--- config.mk ---
export PLATFORM = sky130hd
export DESIGN_NAME = wildcard_glob_matcher_unit_flat
export DESIGN_NICKNAME = d
export VERILOG_FILES = /design/src/design/wgm_pkg.sv /design/src/design/wgm_if.sv /design/src/design/wgm_cell.sv /design/src/design/wildcard_glob_matcher_unit.sv /design/src/flat_wrapper.sv
export SDC_FILE = /design/constraint.sdc
export NUM_CORES = 2
export LEC_CHECK = 0
export BUFFER_PORTS_ARGS = -buffer_cell sky130_fd_sc_hd__buf_2
export CAP_MARGIN = 20
export CORE_MARGIN = 2
export CORE_UTILIZATION = 59
export CTS_CLUSTER_SIZE = 20
export DETAILED_ROUTE_END_ITERATION = 7
export PLACE_DENSITY_LB_ADDON = 0.25
export RECOVER_POWER = 50
export SLEW_MARGIN = 20
export SYNTH_ARGS = -nofsm -noshare
export SYNTH_HDL_FRONTEND = slang
export SYNTH_HIERARCHICAL = 1
export SYNTH_SLANG_ARGS = --single-unit
--- constraint.sdc ---
create_clock -name i_clk -period 13 [get_ports i_clk]
set_input_delay 0.65 -clock i_clk [delete_from_list [all_inputs] [get_ports i_clk]]
set_output_delay 0.65 -clock i_clk [all_outputs]
set_load 0.02 [all_outputs]
--- src/design/wgm_pkg.sv ---
// Shared types, codes and the case-folding function of the glob matcher.
// No dependencies; every other file of the block imports this package.
package wgm_pkg;

    typedef enum logic [1:0] {
        OP_CLEAR  = 2'd0,
        OP_APPEND = 2'd1,
        OP_STRING = 2'd2,
        OP_END    = 2'd3
    } t_op;

    localparam logic [1:0] MODE_ASCII = 2'd1;
    localparam logic [1:0] MODE_IRC   = 2'd2;

    localparam logic [7:0] STAR_CHAR  = 8'h2A;
    localparam logic [7:0] QUERY_CHAR = 8'h3F;

    // Broadcast to every cell of the chain in the cycle of a transaction.
    typedef struct packed {
        logic       str_step;  // advance the position set by one string byte
        logic       app_wr;    // store the mask byte at the tail position
        logic       restart;   // back to position zero only
        logic       end_str;   // restart at end of string: skip over a leading star
        logic [7:0] ch;        // raw byte of the transaction
        logic [7:0] ch_fold;   // same byte after case folding
        logic [1:0] mode;      // case mode for folding stored mask bytes
    } t_cell_ctl;

    function automatic logic [7:0] fold_byte(input logic [7:0] c, input logic [1:0] mode);
        logic [7:0] r;
        r = c;
        if ((mode == MODE_ASCII || mode == MODE_IRC) && c >= 8'h41 && c <= 8'h5A) begin
            r = c + 8'h20;
        end
        if (mode == MODE_IRC) begin
            case (c)
                8'h5B:   r = 8'h7B;
                8'h5D:   r = 8'h7D;
                8'h5C:   r = 8'h7C;
                8'h7E:   r = 8'h5E;
                default: r = r;
            endcase
        end
        return r;
    endfunction

endpackage

--- src/design/wgm_if.sv ---
// Valid/ready channel interfaces of the glob matcher: request and response.
// Depends on wgm_pkg for the operation code type.
interface wgm_req_if;
    import wgm_pkg::*;
    logic       valid;
    logic       ready;
    t_op        operation;
    logic [7:0] ch;
    modport source (output valid, output operation, output ch, input ready);
    modport sink   (input valid, input operation, input ch, output ready);
endinterface

interface wgm_rsp_if;
    logic valid;
    logic ready;
    logic matched;
    logic mask_overflow;
    modport source (output valid, output matched, output mask_overflow, input ready);
    modport sink   (input valid, input matched, input mask_overflow, output ready);
endinterface

--- src/design/wgm_cell.sv ---
// One mask position of the glob matcher chain: stored mask byte and live bit.
// Depends on wgm_pkg for the control struct and the folding function.
module wgm_cell #(
    parameter int IDX   = 0,
    parameter int LEN_W = 6
) (
    input  logic              i_clk,
    input  logic              i_rst_n,
    input  wgm_pkg::t_cell_ctl i_ctl,
    input  logic [LEN_W-1:0]  i_len,
    input  logic              i_step,
    input  logic              i_fwd,
    output logic              o_step,
    output logic              o_fwd,
    output logic              o_live
);
    import wgm_pkg::*;

    localparam logic [LEN_W-1:0] IDX_L = LEN_W'(IDX);

    logic [7:0] r_ch;
    logic [7:0] n_ch;
    logic       r_live;
    logic       n_live;
    logic       w_act;
    logic       w_tail;
    logic       w_star;
    logic       w_hit;
    logic       w_raw;

    assign w_act  = IDX_L < i_len;
    assign w_tail = IDX_L == i_len;
    assign w_star = r_ch == STAR_CHAR;
    assign w_hit  = (r_ch == QUERY_CHAR) || (fold_byte(r_ch, i_ctl.mode) == i_ctl.ch_fold);

    // A star keeps its own position; any other byte hands the live bit on when it hits.
    assign w_raw  = (w_act && r_live && w_star) || i_step;
    assign o_step = i_ctl.str_step && w_act && r_live && !w_star && w_hit;

    // Skip over a star: stars never sit next to each other, so one hop suffices.
    always_comb begin
        if (i_ctl.str_step) begin
            o_fwd = w_raw && w_act && w_star;
        end else if (i_ctl.end_str) begin
            o_fwd = (IDX == 0) && w_act && w_star;
        end else begin
            o_fwd = i_ctl.app_wr && w_tail && r_live && (i_ctl.ch == STAR_CHAR);
        end
    end

    always_comb begin
        n_live = r_live;
        n_ch   = r_ch;
        if (i_ctl.restart) begin
            n_live = (IDX == 0) || i_fwd;
        end else if (i_ctl.str_step) begin
            n_live = w_raw || i_fwd;
        end else if (i_ctl.app_wr) begin
            n_live = r_live || i_fwd;
            if (w_tail) begin
                n_ch = i_ctl.ch;
            end
        end
    end

    always_ff @(posedge i_clk) begin
        if (!i_rst_n) begin
            r_live <= (IDX == 0);
        end else begin
            r_live <= n_live;
        end
    end

    always_ff @(posedge i_clk) begin
        r_ch <= n_ch;
    end

    assign o_live = r_live;

endmodule

--- src/design/wildcard_glob_matcher_unit.sv ---
// Glob matcher top level: request/response handling, mask length and overflow
// bookkeeping, and the chain of wgm_cell positions. Depends on wgm_pkg, wgm_if, wgm_cell.
//
//  channel   dir  handshake     payload
//  i_req     in   valid/ready   operation[1:0], ch[7:0]
//  o_rsp     out  valid/ready   matched, mask_overflow
//  i_cfg_*   in   write enable  case_mode[1:0]
//
// One transaction is accepted each cycle while the response
// register is empty or being drained. End of string answers in the
// next cycle from the live bit at the tail. The chain of MAX_MASK+1 cells
// updates all positions in parallel. Runs of stars are stored as one star.
// Reset is synchronous; i_req.ready drops only while a response is stalled.
module wildcard_glob_matcher_unit #(
    parameter int MAX_MASK = 63
) (
    input  logic        i_clk,
    input  logic        i_rst_n,
    input  logic        i_cfg_we,
    input  logic [1:0]  i_cfg_wdata,
    wgm_req_if.sink     i_req,
    wgm_rsp_if.source   o_rsp
);
    import wgm_pkg::*;

    localparam int NCELL = MAX_MASK + 1;
    localparam int LEN_W = $clog2(NCELL);

    logic [1:0]       r_case_mode;
    logic [LEN_W-1:0] r_len;
    logic [LEN_W-1:0] n_len;
    logic [LEN_W-1:0] r_count;
    logic [LEN_W-1:0] n_count;
    logic             r_last_star;
    logic             n_last_star;
    logic             r_ovf;
    logic             n_ovf;
    logic             r_out_valid;
    logic             n_out_valid;
    logic             r_out_matched;
    logic             r_out_ovf;

    logic             w_fire;
    logic             w_full;
    logic             w_collapse;
    logic             w_is_star;
    t_cell_ctl        w_ctl;
    logic [NCELL-1:0] w_live;
    logic [NCELL-1:0] w_step;
    logic [NCELL-1:0] w_fwd;

    assign i_req.ready = !r_out_valid || o_rsp.ready;
    assign w_fire      = i_req.valid && i_req.ready;
    assign w_full      = r_count == LEN_W'(MAX_MASK);
    assign w_is_star   = i_req.ch == STAR_CHAR;
    assign w_collapse  = w_is_star && r_last_star;

    always_comb begin
        w_ctl.str_step = w_fire && (i_req.operation == OP_STRING);
        w_ctl.app_wr   = w_fire && (i_req.operation == OP_APPEND) && !w_full && !w_collapse;
        w_ctl.restart  = w_fire && (i_req.operation == OP_CLEAR || i_req.operation == OP_END);
        w_ctl.end_str  = w_fire && (i_req.operation == OP_END);
        w_ctl.ch       = i_req.ch;
        w_ctl.ch_fold  = fold_byte(i_req.ch, r_case_mode);
        w_ctl.mode     = r_case_mode;
    end

    assign w_step[0] = 1'b0;
    assign w_fwd[0]  = 1'b0;

    for (genvar k = 0; k < NCELL; k++) begin : g_cell
        if (k < NCELL - 1) begin : g_mid
            wgm_cell #(.IDX(k), .LEN_W(LEN_W)) u_cell (
                .i_clk  (i_clk),
                .i_rst_n(i_rst_n),
                .i_ctl  (w_ctl),
                .i_len  (r_len),
                .i_step (w_step[k]),
                .i_fwd  (w_fwd[k]),
                .o_step (w_step[k+1]),
                .o_fwd  (w_fwd[k+1]),
                .o_live (w_live[k])
            );
        end else begin : g_last
            wgm_cell #(.IDX(k), .LEN_W(LEN_W)) u_cell (
                .i_clk  (i_clk),
                .i_rst_n(i_rst_n),
                .i_ctl  (w_ctl),
                .i_len  (r_len),
                .i_step (w_step[k]),
                .i_fwd  (w_fwd[k]),
                .o_step (),
                .o_fwd  (),
                .o_live (w_live[k])
            );
        end
    end

    always_comb begin
        n_len       = r_len;
        n_count     = r_count;
        n_last_star = r_last_star;
        n_ovf       = r_ovf;
        if (w_fire) begin
            case (i_req.operation)
                OP_CLEAR: begin
                    n_len       = '0;
                    n_count     = '0;
                    n_last_star = 1'b0;
                    n_ovf       = 1'b0;
                end
                OP_APPEND: begin
                    if (w_full) begin
                        n_ovf = 1'b1;
                    end else begin
                        n_count = r_count + 1'b1;
                        // drop a star that follows a star: same language, one cell fewer
                        if (!w_collapse) begin
                            n_len       = r_len + 1'b1;
                            n_last_star = w_is_star;
                        end
                    end
                end
                default: ;
            endcase
        end
    end

    always_comb begin
        n_out_valid = r_out_valid;
        if (o_rsp.ready) begin
            n_out_valid = 1'b0;
        end
        if (w_fire && i_req.operation == OP_END) begin
            n_out_valid = 1'b1;
        end
    end

    always_ff @(posedge i_clk) begin
        if (!i_rst_n) begin
            r_case_mode <= 2'd0;
            r_len       <= '0;
            r_count     <= '0;
            r_last_star <= 1'b0;
            r_ovf       <= 1'b0;
            r_out_valid <= 1'b0;
        end else begin
            if (i_cfg_we) begin
                r_case_mode <= i_cfg_wdata;
            end
            r_len       <= n_len;
            r_count     <= n_count;
            r_last_star <= n_last_star;
            r_ovf       <= n_ovf;
            r_out_valid <= n_out_valid;
        end
    end

    always_ff @(posedge i_clk) begin
        if (w_fire && i_req.operation == OP_END) begin
            r_out_matched <= w_live[r_len] && !r_ovf;
            r_out_ovf     <= r_ovf;
        end
    end

    assign o_rsp.valid         = r_out_valid;
    assign o_rsp.matched       = r_out_matched;
    assign o_rsp.mask_overflow = r_out_ovf;

`ifndef NO_ASSERTIONS
    a_len_le_count: assert property (@(posedge i_clk) disable iff (!i_rst_n)
        r_len <= r_count)
        else $error("stored mask length exceeds append count");

    a_ovf_only_full: assert property (@(posedge i_clk) disable iff (!i_rst_n)
        r_ovf |-> r_count == LEN_W'(MAX_MASK))
        else $error("overflow flag set while mask not full");

    a_end_gives_rsp: assert property (@(posedge i_clk) disable iff (!i_rst_n)
        w_fire && i_req.operation == OP_END |=> r_out_valid)
        else $error("end of string did not produce a response");

    a_restart_pos0: assert property (@(posedge i_clk) disable iff (!i_rst_n)
        w_ctl.restart |=> w_live[0])
        else $error("position zero not live after restart");

    a_match_no_ovf: assert property (@(posedge i_clk) disable iff (!i_rst_n)
        r_out_valid && r_out_matched |-> !r_out_ovf)
        else $error("match reported together with overflow");
`endif

endmodule
--- src/flat_wrapper.sv ---
// flat-port wrapper written by rule: the top's interface ports become plain ports
module wildcard_glob_matcher_unit_flat import wgm_pkg::*;
#(
    parameter int MAX_MASK = 63
)
  (i_clk, i_rst_n, i_cfg_we, i_cfg_wdata, i_req_valid, i_req_operation, i_req_ch, i_req_ready, o_rsp_valid, o_rsp_matched, o_rsp_mask_overflow, o_rsp_ready);
  wgm_req_if i_req_i ();
  wgm_rsp_if o_rsp_i ();
  input  logic i_clk;
  input  logic i_rst_n;
  input  logic i_cfg_we;
  input  logic [1:0] i_cfg_wdata;
  input wire logic [$bits(i_req_i.valid)-1:0] i_req_valid;
  input wire logic [$bits(i_req_i.operation)-1:0] i_req_operation;
  input wire logic [$bits(i_req_i.ch)-1:0] i_req_ch;
  output wire logic [$bits(i_req_i.ready)-1:0] i_req_ready;
  output wire logic [$bits(o_rsp_i.valid)-1:0] o_rsp_valid;
  output wire logic [$bits(o_rsp_i.matched)-1:0] o_rsp_matched;
  output wire logic [$bits(o_rsp_i.mask_overflow)-1:0] o_rsp_mask_overflow;
  input wire logic [$bits(o_rsp_i.ready)-1:0] o_rsp_ready;
  assign i_req_i.valid = i_req_valid;
  assign i_req_i.operation = i_req_operation;
  assign i_req_i.ch = i_req_ch;
  assign i_req_ready = i_req_i.ready;
  assign o_rsp_valid = o_rsp_i.valid;
  assign o_rsp_matched = o_rsp_i.matched;
  assign o_rsp_mask_overflow = o_rsp_i.mask_overflow;
  assign o_rsp_i.ready = o_rsp_ready;
  wildcard_glob_matcher_unit #(.MAX_MASK(MAX_MASK)) u_core (.i_clk(i_clk), .i_rst_n(i_rst_n), .i_cfg_we(i_cfg_we), .i_cfg_wdata(i_cfg_wdata), .i_req(i_req_i), .o_rsp(o_rsp_i));
endmodule
Word-level counts from Yosys, hierarchy flattened
Cells that the tools add are included.
Storage, ports and cells
  flip-flop bits (word level): 595
  output and inout port bits: 4
Cells by class
  add/subtract/negate cells: 66
  $lt $le $gt $ge: 193
  equality and inequality tests: 519
  muxes and demuxes: 521
  bitwise logic cells: 3
  reduce and logical (&&, ||, !) cells: 1228
Operators with widths (count)
  8-bit by 7-bit == test with 1-bit output (second input constant): 256
  8-bit one-hot mux with 4 select lines: 64
  8-bit by 6-bit == test with 1-bit output (second input constant): 128
  8-bit two-way mux: 128
  1-bit logical AND: 833
  8-bit by 6-bit adder with 8-bit output (second input constant): 64
  8-bit by 7-bit >= comparator with 1-bit output (second input constant): 64
  8-bit by 7-bit <= comparator with 1-bit output (second input constant): 64
  8-bit == test: 63
  1-bit two-way mux: 321
  4-bit AND reduction: 65
  1-bit logical OR: 255
  6-bit == test (first input constant): 32
  6-bit less-than comparator (first input constant): 32
  5-bit by 6-bit == test with 1-bit output (first input constant): 16
  5-bit by 6-bit less-than comparator with 1-bit output (first input constant): 16
  1-bit zero test: 67
  4-bit by 6-bit == test with 1-bit output (first input constant): 8
  4-bit by 6-bit less-than comparator with 1-bit output (first input constant): 8
  3-bit by 6-bit == test with 1-bit output (first input constant): 4
  3-bit by 6-bit less-than comparator with 1-bit output (first input constant): 4
  6-bit one-hot mux with 2 select lines: 2
  6-bit two-way mux: 3
  6-bit by 1-bit adder with 6-bit output (second input constant): 2
  19 further kinds: 31

Depth between registers and ports, before layout
  word-level depth: 18
  gate-level depth with buffers: 18

Worst setup path after synthesis
OpenSTA, ideal clock, no wires.
  kind: reg2reg
  start point: register u_core.r_case_mode[1]
  end point: register u_core.g_cell[32].g_mid.u_cell.r_live
  library setup time: 0.060 ns
  data arrival time: 12.895 ns
  required time: 12.940 ns
  slack: 0.045 ns
  stages on the path, launching flop included: 13
  period minus slack after synthesis: 12.955 ns
  cells stage by stage: dfxtp_1 > ha_1 > nor4_1 > a21boi_0 > mux2i_1 > nor4_4 > o2111ai_1 > a21oi_1 > o211ai_1 > o2bb2ai_1 > o31ai_1 > o311ai_1 > and2_1
RTL lines
  start, declared: RTL line wildcard_glob_matcher_unit.sv:29  | logic [1:0] r_case_mode;
  start signal, assigned: RTL line wildcard_glob_matcher_unit.sv:149  | r_case_mode <= i_cfg_wdata;
  end signal, assigned: RTL line wgm_cell.sv:68  | r_live <= (IDX == 0);
  end signal, assigned: RTL line wgm_cell.sv:70  | r_live <= n_live;
  end, declared: RTL line wgm_cell.sv:23  | logic r_live;

Worst setup path after layout
  start point: input port i_req_ch[2]
  end point: register u_core.g_cell[52].g_mid.u_cell.r_live
On the way
  longest elaborated chain between the ends: 17
  elaborated cells between the ends (all ways): 37
  those cells by class: add/sub: 1; order compare: 2; eq/ne: 7; mux: 8; reduce/logical: 19
Ends and longest elaborated chain
  start, declared: RTL line flat_wrapper.sv:15  | input wire logic [$bits(i_req_i.ch)-1:0] i_req_ch;
  8-bit by 7-bit >= comparator with 1-bit output: RTL line wgm_pkg.sv:32  | if ((mode == MODE_ASCII || mode == MODE_IRC) && c >= 8'h41 && c <= 8'h5A) begin
  1-bit logical AND (2 in series): RTL line wgm_pkg.sv:32
  8-bit two-way mux: RTL line wgm_pkg.sv:32
  8-bit one-hot mux with 4 select lines: RTL line wgm_pkg.sv:36  | case (c)
  8-bit two-way mux *: RTL line wgm_pkg.sv:35  | if (mode == MODE_IRC) begin
  8-bit == test *: RTL line wgm_cell.sv:34  | assign w_hit = (r_ch == QUERY_CHAR) || (fold_byte(r_ch, i_ctl.mode) == i_ctl.ch_fold);
  1-bit logical OR *: RTL line wgm_cell.sv:34
  1-bit logical AND *: RTL line wgm_cell.sv:38  | assign o_step = i_ctl.str_step && w_act && r_live && !w_star && w_hit;
  net u_core.w_step[51]: RTL line wildcard_glob_matcher_unit.sv:49  | logic [NCELL-1:0] w_step;
  1-bit logical OR *: RTL line wgm_cell.sv:37  | assign w_raw = (w_act && r_live && w_star) || i_step;
  1-bit logical AND * (2 in series): RTL line wgm_cell.sv:43  | o_fwd = w_raw && w_act && w_star;
  1-bit two-way mux *: RTL line wgm_cell.sv:42  | if (i_ctl.str_step) begin
  net u_core.w_fwd[52]: RTL line wildcard_glob_matcher_unit.sv:50  | logic [NCELL-1:0] w_fwd;
  1-bit logical OR: RTL line wgm_cell.sv:59  | n_live = r_live || i_fwd;
  1-bit two-way mux: RTL line wgm_cell.sv:58  | end else if (i_ctl.app_wr) begin
  1-bit two-way mux: RTL line wgm_cell.sv:56  | end else if (i_ctl.str_step) begin
  1-bit two-way mux *: RTL line wgm_cell.sv:54  | if (i_ctl.restart) begin
  end signal, assigned: RTL line wgm_cell.sv:68
  end signal, assigned: RTL line wgm_cell.sv:70
  end, declared: RTL line wgm_cell.sv:23
The timed path passes the listed nets; every way through them passes the cells marked *. The select of a mux whose other input is x is not followed.
A chain may end at the register's enable or synchronous reset.

==> impl_metrics.csv <==
group,metric,value,unit
status,run_status,"finished, violations left",
status,violated_checks,"capacitance limit, slew limit",
critical_path,worstReg2RegStart,"u_core/o_rsp.valid",
timing,final.period_utilization,66.6,%
final_layout,post_layout_nonfiller_instances,5992,
final_layout,finalNetCount,5051,
timing,rsz0062_at_grt,"false",
place,numPortBuffers,20,
global_routing,grt_usage,31.8,%
clock_network,cts-buffers-inserted,69,
critical_path,criticalPathCategory,"in2reg",
routing,first_pass_iteration_count_of_the_detailed_router,7,
timing,timing.final.max_slew_violations,1557,
timing,tightest_slew,3.97,ns
critical_path,crit_path_top_delay_cell,"sky130_fd_sc_hd__clkbuf_1",
yosys,yosysWarnings,6,
timing,final.setup.tns,0,ns
clock_network,ctsResizeCount,0,
global_routing,grt_max_degree,94,
routing,dr.first_iter.drc_count,4280,
critical_path,cp-start-kind,"primary input",
clock_network,cts.reportedPaths.clkPinSlew,0.06,ns
min_path,hold_depth,3,
clock_network,postCtsHoldBufs,0,
place,globalplace.congestion,0.919,
critical_path,critical_path.top_delay_family,"buffers and inverters",
global_routing,grt_pass1_wl,212000,um
routing,viasPerCell,6.98,
die,design.portCount,21,
min_path,hold_path.class,"in2reg",
die,die_h,285,um
final_layout,multi_input_area,0.0285,mm^2
die,floorplan.core_area,0.0777,mm^2
routing,wire_per_inst,22.4,um
critical_path,critPathBufInv,3,
die,die-area,0.0811,mm^2
timing,max_slew_margin,-164,%
final_layout,final.fill_count,6214,
critical_path,slowest_delay,2.38,ns
pwr,power.density_cell_area,87.8,mW/mm^2
place,dp_hpwl,81500,um
clock_network,root_buffer,"sky130_fd_sc_hd__clkbuf_16",
clock_network,cts_tree,"done",
final_layout,drive_gt1_share,10.1,%
final_layout,ff_latch_area,0.0168,mm^2
critical_path,rr_worst_depth,7,
job,max_cap_violations,41,
routing,drc_errors,0,
clock_network,cts_post_setup_buffers_inserted,0,
place,dpl.cell_count,5866,
die,die_w,285,um
critical_path,flop2flop_setup_slack,7.24,ns
global_routing,grt_antenna_before_repair,2,
final_layout,design_area,0.0503,mm^2
critical_path,setup.worst_path.end_class,"flop",
place,postPlaceCellArea,0.0482,mm^2
min_path,min-delay-start,"i_cfg_wdata[0]",
pwr,power_leakage,16.1,nW
critical_path,timing.critical_path.cells,"clkbuf_1 -> clkbuf_1 -> clkbuf_1 -> xnor2_1 -> nand4_1 -> nor4_1 -> o2111ai_1 -> a21oi_1 -> o21ai_0 -> o21ai_0 -> o21ai_0 -> o21ai_0 -> nand2_1 -> a31oi_1",
critical_path,timing.critical_path.arrival,9.20,ns
timing,hold_violations,0,
timing,timing.hold.ws,0.304,ns
clock_network,cts_max_path_buffers,3,
critical_path,cpMostUsedCell,"sky130_fd_sc_hd__o21ai_0",
global_routing,gr-total-overflow,0,
final_layout,synthToLayoutAreaGrowth,8.11,%
yosys,post_synthesis_average_cell_area,9.73,um^2
timing,finalClockSkew,0.0183,ns
critical_path,worst_r2r_endpoint,"u_core/g_cell[26].g_mid.u_cell/r_ch[4]",
timing,setup_violations,0,
yosys,syn-cell-area,0.0465,mm^2
global_routing,grt_pass1_vias,39300,
timing,post-route-min-period,8.66,ns
clock_network,clock_latency,0.62,ns
routing,antenna_violating_nets_post_route,0,
timing,fmax,0.115,GHz
routing,drt-total-wl,134000,um
routing,via_count,41800,
pwr,ir_worst_vdd,0.0936,mV
critical_path,cp_max_fo,47,
critical_path,worst_ep_required_time,13.54,ns
clock_network,cts.sink_count,587,
clock_network,cts-htree-levels,3,
min_path,min_delay_worst_endpoint,"u_core/r_case_mode[0]",
die,core.rowCount,102,
yosys,mapped_cells,4781,
pwr,pnr_total_power,4.42,mW
final_layout,antennaDiodeCount,0,
die,initial_utilization,59.9,%
## area by class of cell
class / count / area share, %
clock buffer: 89 / 3.67
sequential: 587 / 33.5
tap: 1040 / 2.59
inverter: 262 / 1.96
multi-input combinational: 3885 / 56.6
timing repair buffer: 95 / 1.06
clock inverter: 34 / 0.634
## worst reg2reg max path: stages (launching register included)
cell and delay, ns:
sky130_fd_sc_hd__dfxtp_1 0.31, sky130_fd_sc_hd__nand2b_1 0.17, sky130_fd_sc_hd__and2_0 0.59, sky130_fd_sc_hd__and4_1 1.10, sky130_fd_sc_hd__clkbuf_1 1.76, sky130_fd_sc_hd__nand4b_1 0.17
sky130_fd_sc_hd__or4b_2 0.77, sky130_fd_sc_hd__nor3_2 0.53
## report_power, final
group	switching, mW	internal (mW)	leakage [nW]
sequential	0.0102	2.05	5.21
clock	0.783	1.12	1.04
combinational	0.317	0.139	9.81
total	1.11	3.31	16.1
## per-stage QoR
step | utilization (%) | setup WS (ns)
2_1_floorplan | - | 0.0456
3_3_place_gp | 62.1 | 7.38
3_5_place_dp | 62.1 | 7.30
4_1_cts | 64.8 | 7.66
5_1_grt | 64.7 | 3.95
6_report | 64.7 | 4.34
## metal layers
| layer | share of wire, % | vias up | track usage, % |
|---|---|---|---|
| li1 | - | 19200 | - |
| met1 | 42 | 20100 | 43.6 |
| met2 | 46 | 2132 | 51.2 |
| met3 | 9.2 | 309 | 4.39 |
| met4 | 3.1 | 4 | 12.3 |
| met5 | 0.042 | - | 0 |
## flip-flops by register name, indices dropped and copies added, names as in the netlist, 2 cells and up
register and flops:
u_core/g_cell.g_mid.u_cell/o_live 63, u_core/g_cell.g_mid.u_cell/r_ch 504, u_core/r_case_mode 2, u_core/r_count 6, u_core/r_len 6
## cell usage in the layout (no fill, tap or decap), types with 43 or more instances in the layout
| cell | count |
|---|---|
| sky130_fd_sc_hd__a21oi_1 | 147 |
| sky130_fd_sc_hd__a31oi_1 | 61 |
| sky130_fd_sc_hd__and2_1 | 43 |
| sky130_fd_sc_hd__and3_1 | 52 |
| sky130_fd_sc_hd__clkbuf_1 | 63 |
| sky130_fd_sc_hd__clkbuf_16 | 71 |
| sky130_fd_sc_hd__dfxtp_1 | 73 |
| sky130_fd_sc_hd__edfxtp_1 | 506 |
| sky130_fd_sc_hd__ha_1 | 134 |
| sky130_fd_sc_hd__inv_1 | 258 |
| sky130_fd_sc_hd__mux2i_1 | 60 |
| sky130_fd_sc_hd__nand2_1 | 311 |
| sky130_fd_sc_hd__nand2b_1 | 80 |
| sky130_fd_sc_hd__nand3_1 | 191 |
| sky130_fd_sc_hd__nand3b_1 | 78 |
| sky130_fd_sc_hd__nand4_1 | 180 |
| sky130_fd_sc_hd__nand4b_1 | 60 |
| sky130_fd_sc_hd__nor2_1 | 298 |
| sky130_fd_sc_hd__nor2b_1 | 59 |
| sky130_fd_sc_hd__nor3_1 | 184 |
| sky130_fd_sc_hd__nor3_2 | 44 |
| sky130_fd_sc_hd__nor3b_1 | 50 |
| sky130_fd_sc_hd__nor4_1 | 99 |
| sky130_fd_sc_hd__nor4b_1 | 45 |
| sky130_fd_sc_hd__nor4bb_1 | 61 |
| sky130_fd_sc_hd__o2111ai_1 | 50 |
| sky130_fd_sc_hd__o21ai_0 | 130 |
| sky130_fd_sc_hd__o31ai_1 | 64 |
| sky130_fd_sc_hd__or3_1 | 63 |
| sky130_fd_sc_hd__or4_1 | 53 |
| sky130_fd_sc_hd__xnor2_1 | 214 |
| sky130_fd_sc_hd__xor2_1 | 177 |
## worst max path at each step
stage,slack [ns],startpoint,depth (start not counted),to
3_5_place_dp,7.30,i_req_ch[4],18,u_core/g_cell[44].g_mid.u_cell/o_live
3_3_place_gp,7.38,i_req_ch[4],18,u_core/g_cell[44].g_mid.u_cell/o_live
2_1_floorplan,0.05,u_core/r_case_mode[1],12,u_core/g_cell[32].g_mid.u_cell/o_live
4_1_cts,7.66,u_core/r_case_mode[0],17,u_core/g_cell[44].g_mid.u_cell/o_live
6_report,4.34,i_req_ch[2],14,u_core/g_cell[52].g_mid.u_cell/o_live
5_1_grt,3.95,i_req_ch[4],14,u_core/g_cell[52].g_mid.u_cell/o_live
Power figures use the tool's default switching activity.
